===== src/hbse_pkg.sv =====
`default_nettype none

package hbse_pkg;

  localparam int unsigned BYTE_W     = 8;
  localparam int unsigned NUM_CHECKS = 6;

  // Length of the code word for a block of nbits data bits.
  function automatic int unsigned code_len(input int unsigned nbits);
    int unsigned len;
    len = nbits;
    for (int unsigned i = 0; i < NUM_CHECKS; i++) begin
      if ((32'd1 << i) <= len) begin
        len++;
      end
    end
    return len;
  endfunction

  function automatic bit is_check(input int unsigned k);
    return (k != 0) && ((k & (k - 1)) == 0);
  endfunction

  // Data bit that lands at a non-check position of the code word.
  function automatic int unsigned data_index(input int unsigned k);
    int unsigned n;
    n = 0;
    for (int unsigned i = 0; i < NUM_CHECKS; i++) begin
      if ((32'd1 << i) <= k) begin
        n++;
      end
    end
    return k - n;
  endfunction

endpackage

`default_nettype wire


===== src/hbse_front.sv =====
`default_nettype none

module hbse_front #(
  parameter int unsigned BLOCK_BYTES = 7,
  parameter int unsigned CW          = 62,
  parameter int unsigned LEN_W       = 6
) (
  input  wire logic             clk_i,
  input  wire logic             rst_ni,
  input  wire logic             s_axis_tvalid_i,
  output logic                  s_axis_tready_o,
  input  wire logic [7:0]       s_axis_tdata_i,
  input  wire logic             s_axis_tlast_i,
  input  wire logic             q_full_i,
  output logic                  push_o,
  output logic [CW-1:0]         word_o,
  output logic [LEN_W-1:0]      len_o,
  output logic                  eos_o
);
  import hbse_pkg::*;

  localparam int unsigned DW   = BYTE_W * BLOCK_BYTES;
  localparam int unsigned NB_W = $clog2(BLOCK_BYTES + 1);
  localparam int unsigned DI_W = $clog2(DW);

  logic [DW-1:0]   block_q, block_d;
  logic [NB_W-1:0] nbytes_q, nbytes_d;
  logic [DW-1:0]   merged;
  logic [NB_W-1:0] nb_next;
  logic            accept;
  logic            complete;

  for (genvar j = 0; j < BLOCK_BYTES; j++) begin : g_lane
    assign merged[BYTE_W*j +: BYTE_W] = (nbytes_q == NB_W'(j)) ? s_axis_tdata_i
                                                               : block_q[BYTE_W*j +: BYTE_W];
  end

  for (genvar k = 0; k < CW; k++) begin : g_map
    if (is_check(k)) begin : g_par
      logic par;
      always_comb begin
        par = 1'b0;
        for (int unsigned j = 0; j < CW; j++) begin
          if (((j & k) != 0) && !is_check(j)) begin
            par = par ^ merged[DI_W'(data_index(j))];
          end
        end
      end
      assign word_o[k] = par;
    end else begin : g_dat
      assign word_o[k] = merged[DI_W'(data_index(k))];
    end
  end

  always_comb begin
    s_axis_tready_o = !q_full_i;
    accept          = s_axis_tvalid_i && s_axis_tready_o;
    nb_next         = nbytes_q + NB_W'(1);
    complete        = (nb_next == NB_W'(BLOCK_BYTES)) || s_axis_tlast_i;
    push_o          = accept && complete;
    len_o           = LEN_W'(code_len(BYTE_W * 32'(nb_next)));
    eos_o           = s_axis_tlast_i;
    block_d         = block_q;
    nbytes_d        = nbytes_q;
    if (accept) begin
      if (complete) begin
        block_d  = '0;
        nbytes_d = '0;
      end else begin
        block_d  = merged;
        nbytes_d = nb_next;
      end
    end
  end

  always_ff @(posedge clk_i or negedge rst_ni) begin
    if (!rst_ni) begin
      block_q  <= '0;
      nbytes_q <= '0;
    end else begin
      block_q  <= block_d;
      nbytes_q <= nbytes_d;
    end
  end

endmodule

`default_nettype wire


===== src/hbse_fifo.sv =====
`default_nettype none

module hbse_fifo #(
  parameter int unsigned WIDTH = 69
) (
  input  wire logic             clk_i,
  input  wire logic             rst_ni,
  input  wire logic             push_i,
  input  wire logic [WIDTH-1:0] wdata_i,
  output logic                  full_o,
  output logic                  valid_o,
  input  wire logic             pop_i,
  output logic [WIDTH-1:0]      rdata_o
);

  logic [WIDTH-1:0] mem_q [2];
  logic             wr_ptr_q;
  logic             rd_ptr_q;
  logic [1:0]       count_q;

  assign full_o  = (count_q == 2'd2);
  assign valid_o = (count_q != 2'd0);
  assign rdata_o = mem_q[rd_ptr_q];

  always_ff @(posedge clk_i) begin
    if (push_i) begin
      mem_q[wr_ptr_q] <= wdata_i;
    end
  end

  always_ff @(posedge clk_i or negedge rst_ni) begin
    if (!rst_ni) begin
      wr_ptr_q <= 1'b0;
      rd_ptr_q <= 1'b0;
      count_q  <= 2'd0;
    end else begin
      if (push_i) begin
        wr_ptr_q <= !wr_ptr_q;
      end
      if (pop_i) begin
        rd_ptr_q <= !rd_ptr_q;
      end
      if (push_i && !pop_i) begin
        count_q <= count_q + 2'd1;
      end else if (pop_i && !push_i) begin
        count_q <= count_q - 2'd1;
      end
    end
  end

endmodule

`default_nettype wire


===== src/hbse_back.sv =====
`default_nettype none

module hbse_back #(
  parameter int unsigned CW    = 62,
  parameter int unsigned LEN_W = 6
) (
  input  wire logic             clk_i,
  input  wire logic             rst_ni,
  input  wire logic             job_valid_i,
  input  wire logic [CW-1:0]    job_word_i,
  input  wire logic [LEN_W-1:0] job_len_i,
  input  wire logic             job_eos_i,
  output logic                  job_pop_o,
  output logic                  m_axis_tvalid_o,
  input  wire logic             m_axis_tready_i,
  output logic [7:0]            m_axis_tdata_o,
  output logic                  m_axis_tlast_o,
  output logic                  m_axis_tuser_o
);
  import hbse_pkg::*;

  localparam int unsigned CB_W  = CW + BYTE_W;
  localparam int unsigned CNT_W = $clog2(CW + BYTE_W);

  logic [CW-1:0]    buf_q, buf_d;
  logic [CNT_W-1:0] cnt_q, cnt_d;
  logic             flush_q, flush_d;
  logic             valid_q, valid_d;
  logic [7:0]       data_q, data_d;
  logic             last_q, last_d;
  logic             done_q, done_d;
  logic             adv;
  logic             cnt_lo;
  logic [CB_W-1:0]  comb;
  logic [CNT_W-1:0] ccnt;

  always_comb begin
    adv       = !valid_q || m_axis_tready_i;
    cnt_lo    = cnt_q < CNT_W'(BYTE_W);
    comb      = CB_W'(buf_q) | (CB_W'(job_word_i) << cnt_q[2:0]);
    ccnt      = cnt_q + CNT_W'(job_len_i);
    buf_d     = buf_q;
    cnt_d     = cnt_q;
    flush_d   = flush_q;
    data_d    = data_q;
    last_d    = last_q;
    done_d    = done_q;
    job_pop_o = 1'b0;
    valid_d   = valid_q && !m_axis_tready_i;
    if (adv) begin
      if (!cnt_lo) begin
        valid_d = 1'b1;
        data_d  = buf_q[7:0];
        buf_d   = buf_q >> BYTE_W;
        cnt_d   = cnt_q - CNT_W'(BYTE_W);
        last_d  = (cnt_d < CNT_W'(BYTE_W)) && (!flush_q || (cnt_d == '0));
        done_d  = last_d && flush_q;
        if (done_d) begin
          flush_d = 1'b0;
        end
      end else if (flush_q) begin
        valid_d = 1'b1;
        data_d  = buf_q[7:0];
        buf_d   = '0;
        cnt_d   = '0;
        last_d  = 1'b1;
        done_d  = 1'b1;
        flush_d = 1'b0;
      end else if (job_valid_i) begin
        job_pop_o = 1'b1;
        valid_d   = 1'b1;
        data_d    = comb[7:0];
        buf_d     = CW'(comb >> BYTE_W);
        cnt_d     = ccnt - CNT_W'(BYTE_W);
        last_d    = (cnt_d < CNT_W'(BYTE_W)) && (!job_eos_i || (cnt_d == '0));
        done_d    = last_d && job_eos_i;
        flush_d   = job_eos_i && !last_d;
      end
    end
  end

  always_ff @(posedge clk_i or negedge rst_ni) begin
    if (!rst_ni) begin
      buf_q   <= '0;
      cnt_q   <= '0;
      flush_q <= 1'b0;
      valid_q <= 1'b0;
    end else begin
      buf_q   <= buf_d;
      cnt_q   <= cnt_d;
      flush_q <= flush_d;
      valid_q <= valid_d;
    end
  end

  always_ff @(posedge clk_i) begin
    data_q <= data_d;
    last_q <= last_d;
    done_q <= done_d;
  end

  assign m_axis_tvalid_o = valid_q;
  assign m_axis_tdata_o  = data_q;
  assign m_axis_tlast_o  = last_q;
  assign m_axis_tuser_o  = done_q;

endmodule

`default_nettype wire


===== src/hamming_block_stream_encoder.sv =====
`default_nettype none

// Hamming encoder for a byte stream. Input bytes are gathered LSB first into
// blocks of DATA_BITS/8 bytes; each full block, and the partial block closed by
// a beat with tlast set, becomes one Hamming code word (62 bits for a 56-bit
// block), and the code words are packed LSB first into output bytes, the last
// byte zero-padded. Output tlast marks the final byte caused by an input beat
// and tuser the final byte of the stream. An input beat is taken in any cycle
// in which the two-entry code word queue has room. The packer sends one byte
// per cycle while the output is ready, so the sustained input rate is set by
// the output: a full 56-bit block gives 62 code bits, seven or eight output
// bytes for seven input bytes, plus any padded byte at the end of a stream. A
// code word passes through the code word queue and the output byte register
// before its first byte is sent.
module hamming_block_stream_encoder #(
  parameter int unsigned DATA_BITS = 56
) (
  input  wire logic       clk_i,
  input  wire logic       rst_ni,
  input  wire logic       s_axis_tvalid_i,
  output logic            s_axis_tready_o,
  input  wire logic [7:0] s_axis_tdata_i,   // data_byte[7:0]
  input  wire logic       s_axis_tlast_i,
  output logic            m_axis_tvalid_o,
  input  wire logic       m_axis_tready_i,
  output logic [7:0]      m_axis_tdata_o,   // code_byte[7:0]
  output logic            m_axis_tlast_o,
  output logic            m_axis_tuser_o    // stream_done
);
  import hbse_pkg::*;

  localparam int unsigned BLOCK_BYTES = DATA_BITS / 8;
  localparam int unsigned CW          = code_len(BYTE_W * BLOCK_BYTES);
  localparam int unsigned LEN_W       = $clog2(CW + 1);
  localparam int unsigned JOB_W       = CW + LEN_W + 1;

  logic             q_full;
  logic             push;
  logic [CW-1:0]    word;
  logic [LEN_W-1:0] len;
  logic             eos;
  logic             job_valid;
  logic             job_pop;
  logic [JOB_W-1:0] job;

  hbse_front #(
    .BLOCK_BYTES (BLOCK_BYTES),
    .CW          (CW),
    .LEN_W       (LEN_W)
  ) u_front (
    .clk_i           (clk_i),
    .rst_ni          (rst_ni),
    .s_axis_tvalid_i (s_axis_tvalid_i),
    .s_axis_tready_o (s_axis_tready_o),
    .s_axis_tdata_i  (s_axis_tdata_i),
    .s_axis_tlast_i  (s_axis_tlast_i),
    .q_full_i        (q_full),
    .push_o          (push),
    .word_o          (word),
    .len_o           (len),
    .eos_o           (eos)
  );

  hbse_fifo #(
    .WIDTH (JOB_W)
  ) u_fifo (
    .clk_i   (clk_i),
    .rst_ni  (rst_ni),
    .push_i  (push),
    .wdata_i ({eos, len, word}),
    .full_o  (q_full),
    .valid_o (job_valid),
    .pop_i   (job_pop),
    .rdata_o (job)
  );

  hbse_back #(
    .CW    (CW),
    .LEN_W (LEN_W)
  ) u_back (
    .clk_i           (clk_i),
    .rst_ni          (rst_ni),
    .job_valid_i     (job_valid),
    .job_word_i      (job[CW-1:0]),
    .job_len_i       (job[CW +: LEN_W]),
    .job_eos_i       (job[JOB_W-1]),
    .job_pop_o       (job_pop),
    .m_axis_tvalid_o (m_axis_tvalid_o),
    .m_axis_tready_i (m_axis_tready_i),
    .m_axis_tdata_o  (m_axis_tdata_o),
    .m_axis_tlast_o  (m_axis_tlast_o),
    .m_axis_tuser_o  (m_axis_tuser_o)
  );

endmodule

`default_nettype wire


===== config.mk =====
export PLATFORM = sky130hd
export DESIGN_NAME = hamming_block_stream_encoder
export DESIGN_NICKNAME = d
export VERILOG_FILES = /design/src/hbse_pkg.sv /design/src/hbse_front.sv /design/src/hbse_fifo.sv /design/src/hbse_back.sv /design/src/hamming_block_stream_encoder.sv
export SDC_FILE = /design/constraint.sdc
export NUM_CORES = 1
export LEC_CHECK = 0
export BUFFER_PORTS_ARGS = -buffer_cell sky130_fd_sc_hd__buf_2
export CORE_ASPECT_RATIO = 1.2
export CORE_UTILIZATION = 58
export DETAILED_ROUTE_END_ITERATION = 8
export PLACE_DENSITY = 0.81
export SETUP_SLACK_MARGIN = 0.02
export SYNTH_ARGS = -nofsm -noshare
export SYNTH_HDL_FRONTEND = slang
export SYNTH_SLANG_ARGS = --single-unit
export TNS_END_PERCENT = 10

===== constraint.sdc =====
create_clock -name clk_i -period 6.4 [get_ports clk_i]
set_clock_uncertainty 0.15 [all_clocks]
set_input_delay 0.32 -clock clk_i [delete_from_list [all_inputs] [get_ports clk_i]]
set_output_delay 0.32 -clock clk_i [all_outputs]
set_load 0.01 [all_outputs]

* Word level (Yosys, flattened, before mapping)
Memories as Yosys holds them, arrays and structs flattened. Index checks and enable logic that the tools add are counted. W data, S select, Z words.
Storage, ports and cells: output and inout port bits 12, register bits 144, memories 1, bits in writable memories 138, input bits 13, word-level logic and storage cells 292
Memory list:
- u_fifo.mem_q | depth 2, width 69, read ports 1, clocked after memory_dff 0, write ports 1, RTL line hbse_fifo.sv:16 | logic [WIDTH-1:0] mem_q [2];
Cells by class: shift-type cells 1, eq/ne operators 9, add/subtract/negate cells 12, $lt $le $gt $ge 9, bitwise logic cells 170, mux-type cells 46, reductions and logical operators 32
Operator list (count):
- $mux W62 | 3
- $xor A1 B1 Y1 | 169
- $add A32 B1 Y32 const B | 4
- $mux W32 | 4
- $mux W8 | 10
- $or A62 B70 Y70 | 1
- $shl A62 B3 Y70 | 1
- $mux W56 | 1
- $le A2 B32 Y1 const A | 1
- $le A3 B32 Y1 const A | 1
- $le A4 B32 Y1 const A | 1
- $le A5 B32 Y1 const A | 1
- $le A6 B32 Y1 const A | 1
- $mux W7 | 4
- $lt A7 B4 Y1 const B | 3
- $mux W1 | 20
- $logic_not A7 Y1 | 2
- $sub A7 B4 Y7 const B | 2
- $eq A3 B3 Y1 const B | 4
- $logic_and A1 B1 Y1 | 10
- $logic_not A1 Y1 | 10
- $add A6 B1 Y7 const B | 1
- $add A7 B6 Y7 | 1
- $add A6 B1 Y6 const B | 1
- 15 further kinds | 23

* Longest topological paths before layout
word-level depth 31, depth in mapped cells 16, mapped depth without buffers 12

* Hierarchy
A second synthesis with hierarchy kept.
Second synthesis, totals: cell total of the unflattened synthesis 1309, area, all modules 16168.0 um2
Modules (own cells, without submodules):
- hbse_back | times used 1, seq. area each 2052.0 um2, cells an instance 626, area an instance 6017.0 um2
- hbse_fifo | times used 1, seq. area each 4244.1 um2, cells an instance 231, area an instance 5520.3 um2
- hbse_front | times used 1, seq. area each 1476.4 um2, cells an instance 452, area an instance 4630.7 um2

* Worst setup path before layout
OpenSTA, ideal clock, no wires.
path type register -> register, start point register u_front.nbytes_q[2], end point memory u_fifo.mem_q[0][0] (enable), arrival time 6.192 ns, required time 5.669 ns, setup slack -0.522 ns, period minus slack after synthesis 6.922 ns, setup time 0.581 ns, path buffers 3, cell stages (with the launch flop) 9, cell sequence dfrtp_1 > buf_6 > buf_4 > inv_1 > ha_1 > inv_1 > a21oi_1 > clkbuf_1 > nor3_1
Between the ends: word-level cells in the longest chain between the ends 6
Ends and longest elaborated chain:
- start, declared | RTL line hbse_front.sv:27 | logic [NB_W-1:0] nbytes_q, nbytes_d;
- start signal, assigned | RTL line hbse_front.sv:82 | nbytes_q <= nbytes_d;
- $add A3 B1 Y3 | RTL line hbse_front.sv:58 | nb_next = nbytes_q + NB_W'(1);
- $eq A3 B3 Y1 | RTL line hbse_front.sv:59 | complete = (nb_next == NB_W'(BLOCK_BYTES)) || s_axis_tlast_i;
- $logic_or A1 B1 Y1 | RTL line hbse_front.sv:59
- $logic_and A1 B1 Y1 | RTL line hbse_front.sv:60 | push_o = accept && complete;
- $mux W1 | RTL line hbse_fifo.sv:26 | if (push_i) begin
- $mux W1 (not written as such) | RTL line hbse_fifo.sv:27 | mem_q[wr_ptr_q] <= wdata_i;
- end, declared | RTL line hbse_fifo.sv:16
Every way passes these cells.

* Worst setup path in the final report
start point register u_front.nbytes_q[2], end point memory u_fifo.mem_q[1][13] (enable)
Between the ends: word-level cells in the longest chain between the ends 6
Ends and longest elaborated chain:
- $add A3 B1 Y3 | RTL line hbse_front.sv:58
- $eq A3 B3 Y1 | RTL line hbse_front.sv:59
- $logic_or A1 B1 Y1 | RTL line hbse_front.sv:59
- $logic_and A1 B1 Y1 | RTL line hbse_front.sv:60
- net push | RTL line hamming_block_stream_encoder.sv:38 | logic push;
- $mux W1 | RTL line hbse_fifo.sv:26
- $mux W1 (not written as such) | RTL line hbse_fifo.sv:27
The timed path passes the listed nets, and every way through them passes these cells.

==> metrics.md <==
| Metric | Value |
|---|---|
| # IOs | `25` |
| Combinational Power Share | `approximately 48%` |
| Number of global-route vias before repair | `~10k` |
| Final min period | `3825 ps` |
| Total global-route track usage | `28.12%` |
| Leading register cell type out of synthesis | `edfxtp_1` |
| Initial core utilization | `59.70%` |
| CP endpoint kind | `register` |
| # rows | `64` |
| Count of final setup violators | `0` |
| Post-Route WL | `~37,000 um` |
| Final slew viol count | `0` |
| Routability-driven placement congestion ratio | `~0.94` |
| Via count | `10.42k` |
| Design area | `~17,000 um^2` |
| Mapped Cells | `about 1.3k` |
| # diodes | `0` |
| Setup CP Type | `reg -> reg` |
| Most Crowded Layer GR | `met2` |
| Clk sink count | `between 200 and 300` |
| Synth top area cells | `edfxtp_1, dfrtp_1, mux4_2` |
| DRT antenna net count | `0` |
| Max_slew headroom | `15.10%` |
| Syn_nets | `about 1.4k` |
| Synth warn | `0` |
| EDFF count, synth | `about 150` |
| Worst-path clk slew | `around 70 ps` |
| Clk buf depth | `3` |
| Tightest Pin Transition | `around 1300 ps` |
| Most frequent cells after synthesis | `nand2_1, edfxtp_1, dfrtp_1` |
| HP Class | `in -> reg` |
| Top delay family on crit path | `simple AND/OR/NAND/NOR gates` |
| Global Route met2 Usage | `a little under half` |
| Number of synthesized register bits | `around 280` |
| First-pass GRT wire length | `roughly 60,000 um` |
| Internal power | `approximately 5.4 mW` |
| Post CTS Setup Buffer Count | `0` |
| Startpoint Class | `register` |
| Iter 0 DRT Violations | `960` |
| Core area | `25,780 um^2` |
| Total number of H-tree levels | `1` |
| Post-synthesis mux area share | `between 10% and 20%` |
| CTS tree | `done` |
| CP peak stage delay | `around 850 ps` |
| Overflow after GRT | `0` |
| Max Cap Viol | `0` |
| Compound-Gate Fraction of Synth Area | `a little under a tenth` |
| Status | `complete, no violations` |
| Crit Path Max Fanout | `37` |
| Placed Area | `15,630 um^2` |
| CP required | `between 6000 and 7000 ps` |
| Power, Total | `between 8 and 9 mW` |
| Cell Area, Synth | `about 15,000 um^2` |
| Vias per cell | `about 6.3` |
| Final net count | `~1.3k` |
| Register area share after synthesis | `~50%` |
| RSZ-0062 raised after global routing | `no` |
| Most instantiated library cell after synthesis | `nand2_1` |
| Largest net degree at the start of global routing | `73` |
| Hold violation count in the final report | `0` |
| Share of layout cells above drive strength 1 | `14.88%` |
| WP buf/inv | `4` |
| WP data arrival | `3920 ps` |
| Sequential share of power | `about a third` |
| Yosys top cell area share | `between 20% and 30%` |
| Sw Ratio | `approximately 40%` |
| Remaining DRCs | `0` |
| Met1 Use GR | `a little under two fifths` |
| Final period util | `about 60%` |
| Die height | `roughly 180 um` |
| Share of async-settable or async-resettable flops after synthesis | `between 40% and 50%` |
| Psw | `around 3.5 mW` |
| Pleak | `just under 7 nW` |
| Worst IR Drop VDD | `about 0.4 mV` |
| Synth area leader | `edfxtp_1` |
| Crit path cell chain | `inv_1 > ha_1 > inv_1 > a21oi_2 > buf_4 > nor2_1 > and2_2 > buf_4` |
| Clock Power Share | `between 10% and 20%` |
| Fraction of synthesized cell area in xor and xnor cells | `between 8 and 9%` |
| Clk_lat worst skew | `560 ps` |
| IO Port Bufs | `24` |
| Area share of fa/ha/maj cells after synthesis | `between 1.5 and 2%` |
| PwrDens | `534.8 nW/um^2` |
| Die area | `~27,000 um^2` |
| Combinational family with the most area after synthesis | `multiplexers` |
| Avg Inst Size Synth | `roughly 12 um^2` |
| DR WL/cell | `about 22 um` |
| Area Overhead vs Synth | `7.511%` |
| M3 GR Usage | `around 4.2%` |
| Initial antenna violation count | `0` |
| Distinct cells, synth | `55` |
| Clk root buf | `clkbuf_16` |
| Dpl hpwl | `~25,000 um` |
| Initial DRT Pass Iterations | `8` |
| R2R setup slack | `between 2000 and 3000 ps` |
| Crit-path slowest cell | `dfrtp_1` |
| Simple logic cell fraction of the synthesized area | `8.218%` |
| Total CTS buffers | `28` |
| Max Fclk | `between 0.2 and 0.3 GHz` |
| Setup TNS | `0 ps` |
| Die X | `~150 um` |
## path summary, 6_finish.rpt
check / from / to / depth (start not counted)
worst max-delay path: u_front.nbytes_q[2] / u_fifo.mem_q[1][13] / 8
min in group asynchronous: rst_ni / u_front.block_q[10] / 2
worst min register to register: u_front.block_q[27] / u_front.block_q[27] / 2
worst max register to register: u_front.nbytes_q[2] / u_fifo.mem_q[1][13] / 8
worst min-delay path: s_axis_tvalid_i / u_front.block_q[29] / 3
max in group asynchronous: rst_ni / u_fifo.rd_ptr_q / 3
## layout make-up
class / instances / area, um^2
Timing Repair Buffer: 39 / 244.0
Clock inverter: 20 / 160.2
Inverter: 55 / 206.4
Clock buffer: 32 / 737.0
Sequential cell: 281 / 7779
Tap cell: 330 / 412.9
Fill cell: 1951 / 9236
Multi-Input combinational cell: 890 / 7009
## per-stage QoR
step | setup WS [ps] | utilization [%] | instances | hold WS, ps
finish | 2575 | 64.18 | 1647 | 119.3
global route | 2178 | 64.18 | 1647 | 139.1
CTS | 2566 | 64.18 | 1647 | 96.37
detailed placement | 2581 | 60.62 | 1593 | 198.2
global placement | 2666 | 60.62 | 1593 | 195.9
floorplan | 1592 | - | 1320 | -125.6
## power groups by stage
stage	logic [mW]	clock network, mW	registers, mW
after global placement	4.07	0	2.94
after CTS	4.24	1.63	2.95
after floorplan	3.34	0	2.83
after detailed placement	4.20	0	2.97
final	4.27	1.61	2.96
after global routing	4.60	1.69	3.01
## registers in the layout, indices dropped and copies added (netlist names)
name and cells:
u_fifo.count_q 2, u_back.flush_q 1, u_back.m_axis_tlast_o 1, u_back.cnt_q 7, u_back.buf_q 61, u_back.m_axis_tvalid_o 1, u_back.m_axis_tdata_o 8, u_front.block_q 56
u_fifo.mem_q 138, u_front.nbytes_q 3, u_fifo.wr_ptr_q 1, u_fifo.rd_ptr_q 1, u_back.m_axis_tuser_o 1
## layer usage
layer | routed length (um) | up-vias
met5 | 0 | -
met4 | 1421 | 0
met3 | 2759 | 91
met2 | 17680 | 472
met1 | 15100 | 5155
li1 | - | 4706
## worst min-delay path: cells and delay by family
kind	cells	cell delay, ps
buffers and inverters	1	280
and+or+nand+nor	2	190
## kinds of logic after synthesis
family	count (synthesis)
AOI/OAI and AO/OA	240
xor gates and xnor gates	140
adders and majority gates	22
buffers and inverters	149
DFF	281
muxes	193
other	1
and+or+nand+nor	294
## repair_timing
| item | in CTS | in global routing |
|---|---|---|
| endpoints found under the setup margin | 0 | 0 |
| hold endpoints to repair | 64 | 0 |
| hold buffers | 2 | 0 |
| resized for setup | 0 | 0 |
## cell usage in the layout, fill, tap and decap left out, types with 24 or more instances in the layout
cell	n
mux2i_1	99
nor2_1	26
nand2_1	207
xnor2_1	97
nand4_1	24
o21ai_0	115
dfrtp_1	130
edfxtp_1	148
xor2_1	34
a21oi_1	48
mux4_2	53
inv_1	54
mux2_2	36
clkbuf_16	29
Note: power is estimated with default switching activity, not from simulation.
